<file path="src/spdc_pkg.sv">
// Shared types and constants for the stepped pump dosing controller.
package spdc_pkg;

    localparam int unsigned VOL_W    = 24;
    localparam int unsigned RATE_W   = 20;
    localparam int unsigned MS_W     = 32;
    localparam int unsigned CMD_W    = 2;
    localparam int unsigned PROD_W   = 34;
    localparam int unsigned CFG_IDX_W = 2;
    localparam int unsigned CFG_DAT_W = 32;
    localparam int unsigned IN_DAT_W  = 64;
    localparam int unsigned OUT_DAT_W = 40;
    localparam int unsigned DIV_CNT_W = 6;

    localparam logic [DIV_CNT_W-1:0] DIV_LAST = 6'd33;
    localparam logic [PROD_W-1:0]    MS_PER_S = 34'd1000;

    localparam logic [CMD_W-1:0] CMD_UPDATE = 2'd0;
    localparam logic [CMD_W-1:0] CMD_START  = 2'd1;
    localparam logic [CMD_W-1:0] CMD_RESET  = 2'd2;

    localparam logic [CFG_IDX_W-1:0] REG_FLOW_RATE = 2'd0;
    localparam logic [CFG_IDX_W-1:0] REG_STEP_VOL  = 2'd1;
    localparam logic [CFG_IDX_W-1:0] REG_MIX_DELAY = 2'd2;

    typedef struct packed {
        logic load_item;
        logic eval;
        logic mul;
        logic div_step;
    } t_dp_cmd;

    typedef struct packed {
        logic need_run;
    } t_dp_stat;

endpackage

</file>
<file path="src/spdc_ctrl.sv">
// Sequencing state machine for the dosing controller.
module spdc_ctrl (
    input  logic               i_clk,
    input  logic               i_rst_n,
    input  logic               i_in_valid,
    input  logic               i_out_free,
    input  spdc_pkg::t_dp_stat i_stat,
    output logic               o_in_ready,
    output logic               o_out_load,
    output spdc_pkg::t_dp_cmd  o_cmd
);

    typedef enum logic [2:0] {
        S_IDLE,
        S_EVAL,
        S_MUL,
        S_DIV,
        S_OUT
    } t_state;

    t_state                              r_state;
    logic [spdc_pkg::DIV_CNT_W-1:0]      r_cnt;

    always_ff @(posedge i_clk) begin
        if (!i_rst_n) begin
            r_state <= S_IDLE;
            r_cnt   <= '0;
        end else begin
            case (r_state)
                S_IDLE: begin
                    if (i_in_valid) begin
                        r_state <= S_EVAL;
                    end
                end
                S_EVAL: begin
                    r_state <= i_stat.need_run ? S_MUL : S_OUT;
                end
                S_MUL: begin
                    r_cnt   <= '0;
                    r_state <= S_DIV;
                end
                S_DIV: begin
                    r_cnt <= r_cnt + 1'b1;
                    if (r_cnt == spdc_pkg::DIV_LAST) begin
                        r_state <= S_OUT;
                    end
                end
                S_OUT: begin
                    if (i_out_free) begin
                        r_state <= S_IDLE;
                    end
                end
                default: begin
                    r_state <= S_IDLE;
                end
            endcase
        end
    end

    assign o_in_ready     = (r_state == S_IDLE);
    assign o_out_load     = (r_state == S_OUT) && i_out_free;
    assign o_cmd.load_item = (r_state == S_IDLE) && i_in_valid;
    assign o_cmd.eval      = (r_state == S_EVAL);
    assign o_cmd.mul       = (r_state == S_MUL);
    assign o_cmd.div_step  = (r_state == S_DIV);

endmodule

</file>
<file path="src/spdc_dp.sv">
// Datapath: dose state, configuration registers and run-length divider.
module spdc_dp (
    input  logic                              i_clk,
    input  logic                              i_rst_n,
    input  logic                              i_cfg_we,
    input  logic [spdc_pkg::CFG_IDX_W-1:0]    i_cfg_idx,
    input  logic [spdc_pkg::CFG_DAT_W-1:0]    i_cfg_data,
    input  logic [spdc_pkg::CMD_W-1:0]        i_command,
    input  logic [spdc_pkg::VOL_W-1:0]        i_start_volume_ul,
    input  logic                              i_pump_running,
    input  logic [spdc_pkg::MS_W-1:0]         i_now_ms,
    input  spdc_pkg::t_dp_cmd                 i_cmd,
    output spdc_pkg::t_dp_stat                o_stat,
    output logic                              o_run_pump,
    output logic [spdc_pkg::MS_W-1:0]         o_run_time_ms,
    output logic                              o_active,
    output logic                              o_busy_res
);

    logic [spdc_pkg::RATE_W-1:0] r_flow_rate;
    logic [spdc_pkg::VOL_W-1:0]  r_step_vol;
    logic [spdc_pkg::MS_W-1:0]   r_mix_delay;

    logic                        r_active;
    logic                        r_aw_pump;
    logic                        r_aw_mix;
    logic [spdc_pkg::VOL_W-1:0]  r_remaining;
    logic [spdc_pkg::MS_W-1:0]   r_mix_start;

    logic [spdc_pkg::CMD_W-1:0]  r_command;
    logic [spdc_pkg::VOL_W-1:0]  r_start_vol;
    logic                        r_pump_on;
    logic [spdc_pkg::MS_W-1:0]   r_now;

    logic                        r_run;
    logic [spdc_pkg::VOL_W-1:0]  r_step;
    logic [spdc_pkg::PROD_W-1:0] r_quo;
    logic [spdc_pkg::RATE_W:0]   r_rem;

    logic                        n_active;
    logic                        n_aw_pump;
    logic                        n_aw_mix;
    logic [spdc_pkg::VOL_W-1:0]  n_remaining;
    logic [spdc_pkg::MS_W-1:0]   n_mix_start;
    logic                        n_run;
    logic [spdc_pkg::VOL_W-1:0]  n_step;
    logic [spdc_pkg::MS_W-1:0]   n_elapsed;
    logic [spdc_pkg::RATE_W:0]   n_rem_shift;
    logic [spdc_pkg::RATE_W:0]   n_rem_diff;
    logic                        n_q_bit;

    always_ff @(posedge i_clk) begin
        if (!i_rst_n) begin
            r_flow_rate <= '0;
            r_step_vol  <= '0;
            r_mix_delay <= '0;
        end else if (i_cfg_we) begin
            case (i_cfg_idx)
                spdc_pkg::REG_FLOW_RATE: r_flow_rate <= i_cfg_data[spdc_pkg::RATE_W-1:0];
                spdc_pkg::REG_STEP_VOL:  r_step_vol  <= i_cfg_data[spdc_pkg::VOL_W-1:0];
                spdc_pkg::REG_MIX_DELAY: r_mix_delay <= i_cfg_data;
                default: begin
                end
            endcase
        end
    end

    always_comb begin
        n_active    = r_active;
        n_aw_pump   = r_aw_pump;
        n_aw_mix    = r_aw_mix;
        n_remaining = r_remaining;
        n_mix_start = r_mix_start;
        n_run       = 1'b0;
        n_step      = (r_remaining < r_step_vol) ? r_remaining : r_step_vol;
        n_elapsed   = r_now - r_mix_start;
        case (r_command)
            spdc_pkg::CMD_UPDATE: begin
                if (r_active) begin
                    if ((r_step_vol == '0) || (r_flow_rate == '0)) begin
                        n_active = 1'b0;
                    end else if (r_pump_on) begin
                        n_aw_pump = 1'b1;
                    end else if (r_aw_pump) begin
                        n_aw_pump   = 1'b0;
                        n_aw_mix    = 1'b1;
                        n_mix_start = r_now;
                    end else if (!(r_aw_mix && (n_elapsed < r_mix_delay))) begin
                        n_aw_mix = 1'b0;
                        if (r_remaining == '0) begin
                            n_active = 1'b0;
                        end else begin
                            n_run       = 1'b1;
                            n_remaining = r_remaining - n_step;
                            n_aw_pump   = 1'b1;
                        end
                    end
                end
            end
            spdc_pkg::CMD_START: begin
                if ((r_start_vol != '0) && !r_active) begin
                    n_remaining = r_start_vol;
                    n_mix_start = '0;
                    n_aw_pump   = 1'b0;
                    n_aw_mix    = 1'b0;
                    n_active    = 1'b1;
                end
            end
            spdc_pkg::CMD_RESET: begin
                n_active    = 1'b0;
                n_aw_pump   = 1'b0;
                n_aw_mix    = 1'b0;
                n_remaining = '0;
                n_mix_start = '0;
            end
            default: begin
            end
        endcase
    end

    always_ff @(posedge i_clk) begin
        if (!i_rst_n) begin
            r_active    <= 1'b0;
            r_aw_pump   <= 1'b0;
            r_aw_mix    <= 1'b0;
            r_remaining <= '0;
            r_mix_start <= '0;
        end else if (i_cmd.eval) begin
            r_active    <= n_active;
            r_aw_pump   <= n_aw_pump;
            r_aw_mix    <= n_aw_mix;
            r_remaining <= n_remaining;
            r_mix_start <= n_mix_start;
        end
    end

    always_ff @(posedge i_clk) begin
        if (i_cmd.load_item) begin
            r_command   <= i_command;
            r_start_vol <= i_start_volume_ul;
            r_pump_on   <= i_pump_running;
            r_now       <= i_now_ms;
        end
        if (i_cmd.eval) begin
            r_run  <= n_run;
            r_step <= n_step;
        end
    end

    assign n_rem_shift = {r_rem[spdc_pkg::RATE_W-1:0], r_quo[spdc_pkg::PROD_W-1]};
    assign n_rem_diff  = n_rem_shift - {1'b0, r_flow_rate};
    assign n_q_bit     = (n_rem_shift >= {1'b0, r_flow_rate});

    always_ff @(posedge i_clk) begin
        if (i_cmd.mul) begin
            r_quo <= spdc_pkg::PROD_W'(r_step) * spdc_pkg::MS_PER_S;
            r_rem <= '0;
        end else if (i_cmd.div_step) begin
            r_quo <= {r_quo[spdc_pkg::PROD_W-2:0], n_q_bit};
            r_rem <= n_q_bit ? n_rem_diff : n_rem_shift;
        end
    end

    always_comb begin
        if (!r_run) begin
            o_run_time_ms = '0;
        end else if (r_quo[spdc_pkg::PROD_W-1:spdc_pkg::MS_W] != '0) begin
            o_run_time_ms = '1;
        end else if (r_quo == '0) begin
            o_run_time_ms = spdc_pkg::MS_W'(1);
        end else begin
            o_run_time_ms = r_quo[spdc_pkg::MS_W-1:0];
        end
    end

    assign o_stat.need_run = n_run;
    assign o_run_pump      = r_run;
    assign o_active        = r_active;
    assign o_busy_res      = r_active | r_pump_on;

endmodule

</file>
<file path="src/stepped_pump_dosing_controller_unit.sv">
// An item that starts no pump run is evaluated and then loaded into the output register;
// one that starts a run first goes through a multiply and a 34-step restoring divider.
// Throughput: one item at a time; the next item is taken once the current result
// has moved into the output register, which can still be waiting on the sink.
// Reset: synchronous, active low; clears configuration, dose state and output valid.
// Top level of the stepped pump dosing controller.
module stepped_pump_dosing_controller_unit (
    input  logic                              i_clk,
    input  logic                              i_rst_n,
    input  logic                              s_axis_tvalid,
    output logic                              s_axis_tready,
    // start_volume_ul [23:0], pump_running [24], now_ms [56:25], zero fill above.
    input  logic [spdc_pkg::IN_DAT_W-1:0]     s_axis_tdata,
    // command [1:0].
    input  logic [spdc_pkg::CMD_W-1:0]        s_axis_tuser,
    output logic                              m_axis_tvalid,
    input  logic                              m_axis_tready,
    // run_pump [0], run_time_ms [32:1], active [33], busy_res [34], zero fill above.
    output logic [spdc_pkg::OUT_DAT_W-1:0]    m_axis_tdata,
    input  logic                              i_cfg_we,
    input  logic [spdc_pkg::CFG_IDX_W-1:0]    i_cfg_idx,
    input  logic [spdc_pkg::CFG_DAT_W-1:0]    i_cfg_data
);

    spdc_pkg::t_dp_cmd                  w_cmd;
    spdc_pkg::t_dp_stat                 w_stat;
    logic                               w_out_load;
    logic                               w_out_free;
    logic                               w_run_pump;
    logic [spdc_pkg::MS_W-1:0]          w_run_time_ms;
    logic                               w_active;
    logic                               w_busy_res;

    logic                               r_out_valid;
    logic [spdc_pkg::OUT_DAT_W-1:0]     r_out_data;

    assign w_out_free = !r_out_valid || m_axis_tready;

    spdc_ctrl u_ctrl (
        .i_clk      (i_clk),
        .i_rst_n    (i_rst_n),
        .i_in_valid (s_axis_tvalid),
        .i_out_free (w_out_free),
        .i_stat     (w_stat),
        .o_in_ready (s_axis_tready),
        .o_out_load (w_out_load),
        .o_cmd      (w_cmd)
    );

    spdc_dp u_dp (
        .i_clk             (i_clk),
        .i_rst_n           (i_rst_n),
        .i_cfg_we          (i_cfg_we),
        .i_cfg_idx         (i_cfg_idx),
        .i_cfg_data        (i_cfg_data),
        .i_command         (s_axis_tuser),
        .i_start_volume_ul (s_axis_tdata[23:0]),
        .i_pump_running    (s_axis_tdata[24]),
        .i_now_ms          (s_axis_tdata[56:25]),
        .i_cmd             (w_cmd),
        .o_stat            (w_stat),
        .o_run_pump        (w_run_pump),
        .o_run_time_ms     (w_run_time_ms),
        .o_active          (w_active),
        .o_busy_res        (w_busy_res)
    );

    always_ff @(posedge i_clk) begin
        if (!i_rst_n) begin
            r_out_valid <= 1'b0;
        end else if (w_out_load) begin
            r_out_valid <= 1'b1;
        end else if (m_axis_tready) begin
            r_out_valid <= 1'b0;
        end
    end

    always_ff @(posedge i_clk) begin
        if (w_out_load) begin
            r_out_data <= {5'b0, w_busy_res, w_active, w_run_time_ms, w_run_pump};
        end
    end

    assign m_axis_tvalid = r_out_valid;
    assign m_axis_tdata  = r_out_data;

endmodule

</file>
<file path="config.mk">
export PLATFORM = sky130hd
export DESIGN_NAME = stepped_pump_dosing_controller_unit
export DESIGN_NICKNAME = d
export VERILOG_FILES = /design/src/spdc_pkg.sv /design/src/spdc_ctrl.sv /design/src/spdc_dp.sv /design/src/stepped_pump_dosing_controller_unit.sv
export SDC_FILE = /design/constraint.sdc
export NUM_CORES = 1
export LEC_CHECK = 0
export CAP_MARGIN = 20
export CORE_MARGIN = 2
export CORE_UTILIZATION = 35
export CTS_CLUSTER_DIAMETER = 40
export DETAILED_ROUTE_END_ITERATION = 7
export DONT_BUFFER_PORTS = 1
export SYNTH_ARGS = -nofsm -noshare
export SYNTH_HDL_FRONTEND = slang
export SYNTH_SLANG_ARGS = --single-unit
</file>
<file path="constraint.sdc">
create_clock -name i_clk -period 4.87 [get_ports i_clk]
set_clock_uncertainty 0.15 [all_clocks]
set_input_delay 0.974 -clock i_clk [delete_from_list [all_inputs] [get_ports i_clk]]
set_output_delay 0.974 -clock i_clk [all_outputs]
set_load 0.01 [all_outputs]
</file>
# Word level (Yosys, flattened, before mapping)
# Index checks and enable logic that the tools add are counted.
# W data, S select, Z words.
[classes]
muxes = 53
addsub = 4
bitwise = 1
reduce_logical = 29
multipliers = 1
n_lt_le_gt_ge = 3
eq_ne = 21
[op_table]
columns = ["operator", "count"]
rows = [
  ["$mux W32", 7],
  ["$mux W24", 8],
  ["$pmux W32 S3", 1],
  ["$pmux W24 S3", 1],
  ["$mux W34", 2],
  ["$logic_not A24 Y1", 2],
  ["$logic_not A34 Y1", 1],
  ["$lt A32 B32 Y1", 1],
  ["$sub A32 B32 Y32", 1],
  ["$mul A24 B7 Y31 const B", 1],
  ["$lt A24 B24 Y1", 1],
  ["$mux W1", 24],
  ["$reduce_bool A24 Y1", 1],
  ["$sub A24 B24 Y24", 1],
  ["$ge A21 B20 Y1", 1],
  ["$logic_not A20 Y1", 1],
  ["$mux W20", 1],
  ["$sub A20 B20 Y20", 1],
  ["$pmux W3 S5", 1],
  ["$ne A2 B2 Y1 const B", 7],
  ["$reduce_and A7 Y1", 2],
  ["$mux W3", 4],
  ["$pmux W6 S2", 1],
  ["$pmux W1 S3", 3],
  ["21 further kinds", 38],
]
[word_totals]
regBits = 318
input_bits = 105
output_inout_bits = 42

# Longest topological paths before layout
[depth]
word_depth = 11
ltp_mapped = 27

# Cells and area by module
# From an unflattened synthesis, not the netlist that was laid out.
[hier_totals]
hier_cells = 2187
area_unflattened_um2 = 21165.3
[by_module_without_submodules]
columns = ["mod", "seq_area_each_um2", "n_inst", "area_each_um2", "cells_each"]
rows = [
  ["spdc_dp", 6616.3, 1, 19477.4, 2078],
  ["stepped_pump_dosing_controller_unit", 1071.0, 1, 1141.1, 45],
  ["spdc_ctrl", 180.2, 1, 546.8, 64],
]

# Worst setup path before layout
# Ideal clock, no wire load.
[synth_path]
path_type = "flip-flop to flip-flop"
start = "register u_dp.r_step[12] in the netlist's numbering"
end = "register u_dp.r_quo[32] in the netlist's numbering, data pin"
arrival_time_ns = 4.474
synth_period_minus_slack_ns = 4.887
path_stages_with_launch = 16
setup_ns = 0.263
path_slack_ns = -0.017
t_required_ns = 4.457
cell_sequence = "edfxtp_1 > fa_1 > fa_1 > fa_1 > fa_1 > ha_1 > a21o_1 > a21o_1 > a21o_1 > a2111oi_0 > or3_1 > a31o_2 > a21oi_1 > a21oi_1 > xor2_1 > o21ai_1"
[synth_via]
elab_chain_cells = 2
[synth_lines]
columns = ["item", "line_no", "source"]
rows = [
  ["start: declaration", "spdc_dp.sv:36", "logic [spdc_pkg::VOL_W-1:0] r_step;"],
  ["start signal: assignment", "spdc_dp.sv:146", "r_step <= n_step;"],
  ["$mul A24 B7 Y31", "spdc_dp.sv:156", "r_quo <= spdc_pkg::PROD_W'(r_step) * spdc_pkg::MS_PER_S;"],
  ["$mux W34", "spdc_dp.sv:155", "if (i_cmd.mul) begin"],
  ["end signal: assignment", "spdc_dp.sv:156", ""],
  ["end signal: assignment", "spdc_dp.sv:159", "r_quo <= {r_quo[spdc_pkg::PROD_W-2:0], n_q_bit};"],
  ["end: declaration", "spdc_dp.sv:37", "logic [spdc_pkg::PROD_W-1:0] r_quo;"],
]
# No other way between the ends.
# A chain may end at the register's enable or synchronous reset.

# Worst setup path in the final report
[layout_path]
start = "register u_dp.r_now[0] in the netlist's numbering"
end = "register u_dp.r_remaining[7] in the netlist's numbering"
[layout_via]
elab_chain_cells = 5
[layout_lines]
columns = ["item", "line_no", "source"]
rows = [
  ["start: declaration", "spdc_dp.sv:33", "logic [spdc_pkg::MS_W-1:0] r_now;"],
  ["start signal: assignment", "spdc_dp.sv:142", "r_now <= i_now_ms;"],
  ["$sub A32 B32 Y32", "spdc_dp.sv:76", "n_elapsed = r_now - r_mix_start;"],
  ["$lt A32 B32 Y1", "spdc_dp.sv:88", "end else if (!(r_aw_mix && (n_elapsed < r_mix_delay))) begin"],
  ["$logic_and A1 B1 Y1", "spdc_dp.sv:88", ""],
  ["$ne A2 B2 Y1 (no source line)", "-", ""],
  ["$reduce_and A9 Y1 (no source line)", "-", ""],
  ["end signal: assignment", "spdc_dp.sv:132", "r_remaining <= n_remaining;"],
  ["end: declaration", "spdc_dp.sv:27", "logic [spdc_pkg::VOL_W-1:0] r_remaining;"],
]
# No other way between the ends.

==> key figures <==
Detailed routing
  – Avg WL per Cell: around 17 um
  – Via density: roughly 5.2
  – WL final: between 50 and 60 mm
  – Met1 Wirelength: 24.01 mm
  – Via count: 16542
  – Pre-antenna DRT Iters: 5
  – Top Layer Used: met5
  – DR iter-0 viols: 897
  – Antenna Nets Post-Route: 0
  – Wire length on met2: 25.90 mm
  – Drc violations: 0
  – Routed wl met3: roughly 3.4 mm

Outcome
  – Violated checks: negative setup slack
  – Outcome: complete, but fails checks

Place
  – Placer Congestion: 0.8991
  – Hpwl dp: 41.21 mm
  – Post-Place Setup Slack: -379.9 ps
  – Inst Count DP: 3044
  – Input/output buffers: 0

Timing
  – Tmin final: 4978 ps
  – Final period util: 102.2%
  – Setup violators final: 23
  – Slew Limit Fails: 0
  – Worst-Margin Slew: ~1000 ps
  – Final hold vios: 0
  – FMAX: between 200 and 250 MHz
  – RSZ-0062 raised after global routing: yes
  – Slew HR: a little under a third
  – Final WS setup: -107.7 ps

Logic synthesis
  – Number of synthesized flops with an enable pin: 150
  – Post-synthesis compound-gate area fraction: 18.80%
  – Post-synthesis adder-cell area fraction: 20.38%
  – Synth Area per Inst: ~9.8 sq um
  – Post-synthesis simple-gate area fraction: 13.55%
  – Largest area contributor in the netlist: edfxtp_1
  – Post-synthesis register bit count: between 300 and 400
  – Ys async rst share: 0%
  – Synth Flop Type: dfxtp_1
  – Count leader, synth: nand2_1
  – Synth unique cells: 84
  – Largest family of logic cells by synthesized area: adder cells
  – Synthesized instance count: roughly 2200
  – Share of the synthesized area in the top cell type: about a fifth
  – Seq/Total Area, Yosys: roughly 37%
  – Synth Warn #: 0
  – Post-synthesis mux area share: under 10%
  – Synth area leaders: edfxtp_1 (21%), dfxtp_1 (16%), ha_1 (12%), fa_1 (8.4%), nand2_1 (4.8%)
  – Synth top cells by count: nand2_1 (269), ha_1 (202), inv_1 (178), dfxtp_1 (168), a21oi_1 (154)
  – Mapped cell area: roughly 21000 sq um
  – Synth Area in XOR/XNOR: 3.521%

Finish
  – Layout cells sized above 1: roughly 20%
  – Filler Cell Count: 5616
  – Nets@finish: approximately 2800
  – Finished Layout Cells: roughly 3200
  – Area Growth Syn to Fin: 25.63%

Floorplanning
  – Overall die area: around 62000 sq um
  – Core area: between 60000 and 70000 sq um
  – Die width: ~250 um
  – Die Height: ~250 um
  – Starting density of the core: roughly a third
  – Num ports: roughly 150
  – Core Rows: 90

Setup path
  – Setup crit start kind: flip-flop
  – Worst-path maximum fanout: 7
  – Critical setup path kind: flip-flop to flip-flop
  – Worst reg2reg setup slack: -110 ps
  – Crit end category: flip-flop
  – End of the critical path: u_dp.r_remaining[7]
  – R2R depth: 25
  – Reg-to-Reg Start: u_dp.r_now[0]
  – FF-to-FF End: u_dp.r_remaining[7]
  – CP Launch Point: u_dp.r_now[0]
  – Required @ worst endpoint: roughly 5200 ps
  – CP arrival: about 5300 ps

Pwr
  – Leakage power figure: roughly 0.010 uW
  – Maximum vdd drop: ~0.00036 V
  – PwrDens: 504.5 nW/um^2

Global route
  – GRT Util Overall: about 17%
  – Largest net degree at the start of global routing: about 150
  – Vias in the first global route: between 15000 and 20000
  – Antenna violations before repair: 11
  – First-pass GRT wire length: between 80 and 90 mm
  – Congestion Overflow GR: 0

Clocking
  – Hold_buf cts: 0
  – CTS tree: yes
  – Worst-Skew Late Latency: around 630 ps
  – CTS Root Cell: clkbuf_16
  – H-tree levels: 2
  – Longest Clk Path Bufs: 3
  – Clock transition at path regs: approximately 60 ps
  – Sink Count: around 320
  – CTS Buf Count: 57

Run
  – Max-cap violations: 0

Worst hold path
  – HP Class: input port to flip-flop
[cell type report]
class / instances / area, sq um / share of cell area (%)
diodes: 3 / 7.507 / 0.02827
clock buffers: 61 / 1473 / 5.545
clock inverters: 47 / 555.5 / 2.092
inverters: 179 / 671.9 / 2.530
multi-input cells: 1589 / 13050 / 49.14
flip-flops and latches: 318 / 7868 / 29.62
well taps: 782 / 978.4 / 3.684
repair buffers: 223 / 1956 / 7.363
[what timing repair did]
item | in CTS | in global routing
gates cloned | 4 | 0
setup buffers | 23 | 18
endpoints found under the setup margin | 37 | 45
resized for setup | 98 | 115
pin swaps | 64 | 110
[critical path, cell delays in order, from the launching register on]
cell,delay [ps]
edfxtp_1,380
inv_2,100
ha_4,140
inv_2,30
fa_2,340
a211oi_2,180
o21bai_1,120
o22a_1,200
nand2_2,110
a31oi_4,110
a221oi_4,310
o211ai_1,190
a41oi_2,250
a21oi_2,80
xor2_1,150
ha_1,300
nand4_1,130
nor2_2,170
nand4_1,150
o31ai_4,240
nand4_1,220
a21boi_4,300
buf_12,150
buf_16,110
o211ai_1,90
o211a_1,150
[state kept, by name, indices dropped and copies added (netlist names), 6 cells and up]
name,cells
u_dp.r_now,32
u_dp.r_rem,20
u_dp.r_start_vol,24
u_dp.r_mix_delay,32
u_dp.r_quo,34
u_ctrl.r_cnt,6
u_dp.r_step_vol,24
u_dp.r_flow_rate,20
u_dp.r_mix_start,32
m_axis_tdata,35
u_dp.r_step,24
u_dp.r_remaining,24
[per-stage QoR]
step / TNS [ps] / util [%] / instance area, sq um / total power, uW / hold WS (ps)
floorplan: 0 / - / 21170 / 6516 / 293.5
CTS: -2453 / 43.13 / 25880 / 12650 / 255.1
detailed placement: -8441 / 38.57 / 23150 / 7988 / 308.6
finish: -1427 / 44.25 / 26560 / 13400 / 285.7
global placement: -7484 / 38.54 / 23130 / 7906 / 301.8
global route: -10230 / 44.25 / 26560 / 14240 / 254.7
[layer usage]
metal	up-vias	global-route usage, %
li1	8134	-
met1	7891	21.40
met2	377	28.45
met3	130	4.547
met4	10	7.074
met5	-	0
[report_power, final]
group          total (uW)  internal [uW]  switching [uW]
combinational        6250           3110            3140
sequential           3020           2920            97.8
clock                4130           2510            1620
[cell usage in the layout (no fill, tap or decap), types with 40 or more instances in the layout]
cell	instances
a21o_1	55
o21a_1	53
a21boi_0	81
a21oi_1	124
fa_1	75
buf_4	190
clkbuf_16	58
inv_1	173
xnor2_1	40
nand2_1	259
ha_1	184
xor2_1	43
edfxtp_1	150
dfxtp_1	168
nor2b_1	47
o21ai_0	81
nor2_1	46
[worst min path at each step]
stage                                     from              endpoint  slack (ps)  cells past startpoint
after floorplan           u_dp.r_mix_delay[23]  u_dp.r_mix_delay[23]         290                      2
after global placement    u_dp.r_mix_delay[13]  u_dp.r_mix_delay[13]         300                      2
after detailed placement   u_dp.r_mix_delay[2]   u_dp.r_mix_delay[2]         310                      2
after CTS                     s_axis_tdata[49]        u_dp.r_now[24]         260                      0
after global routing          s_axis_tdata[38]        u_dp.r_now[13]         250                      0
final                         s_axis_tdata[38]        u_dp.r_now[13]         290                      0
[cells by family after synthesis]
| group | count (synthesis) |
|---|---|
| AND/OR/NAND/NOR | 580 |
| multiplexers | 33 |
| flip-flops | 318 |
| buffers and inverters | 263 |
| AO/OA/AOI/OAI | 595 |
| other | 1 |
| adder cells (fa/ha/maj) | 291 |
| XOR/XNOR | 85 |
(Power assumes the default switching activity.)
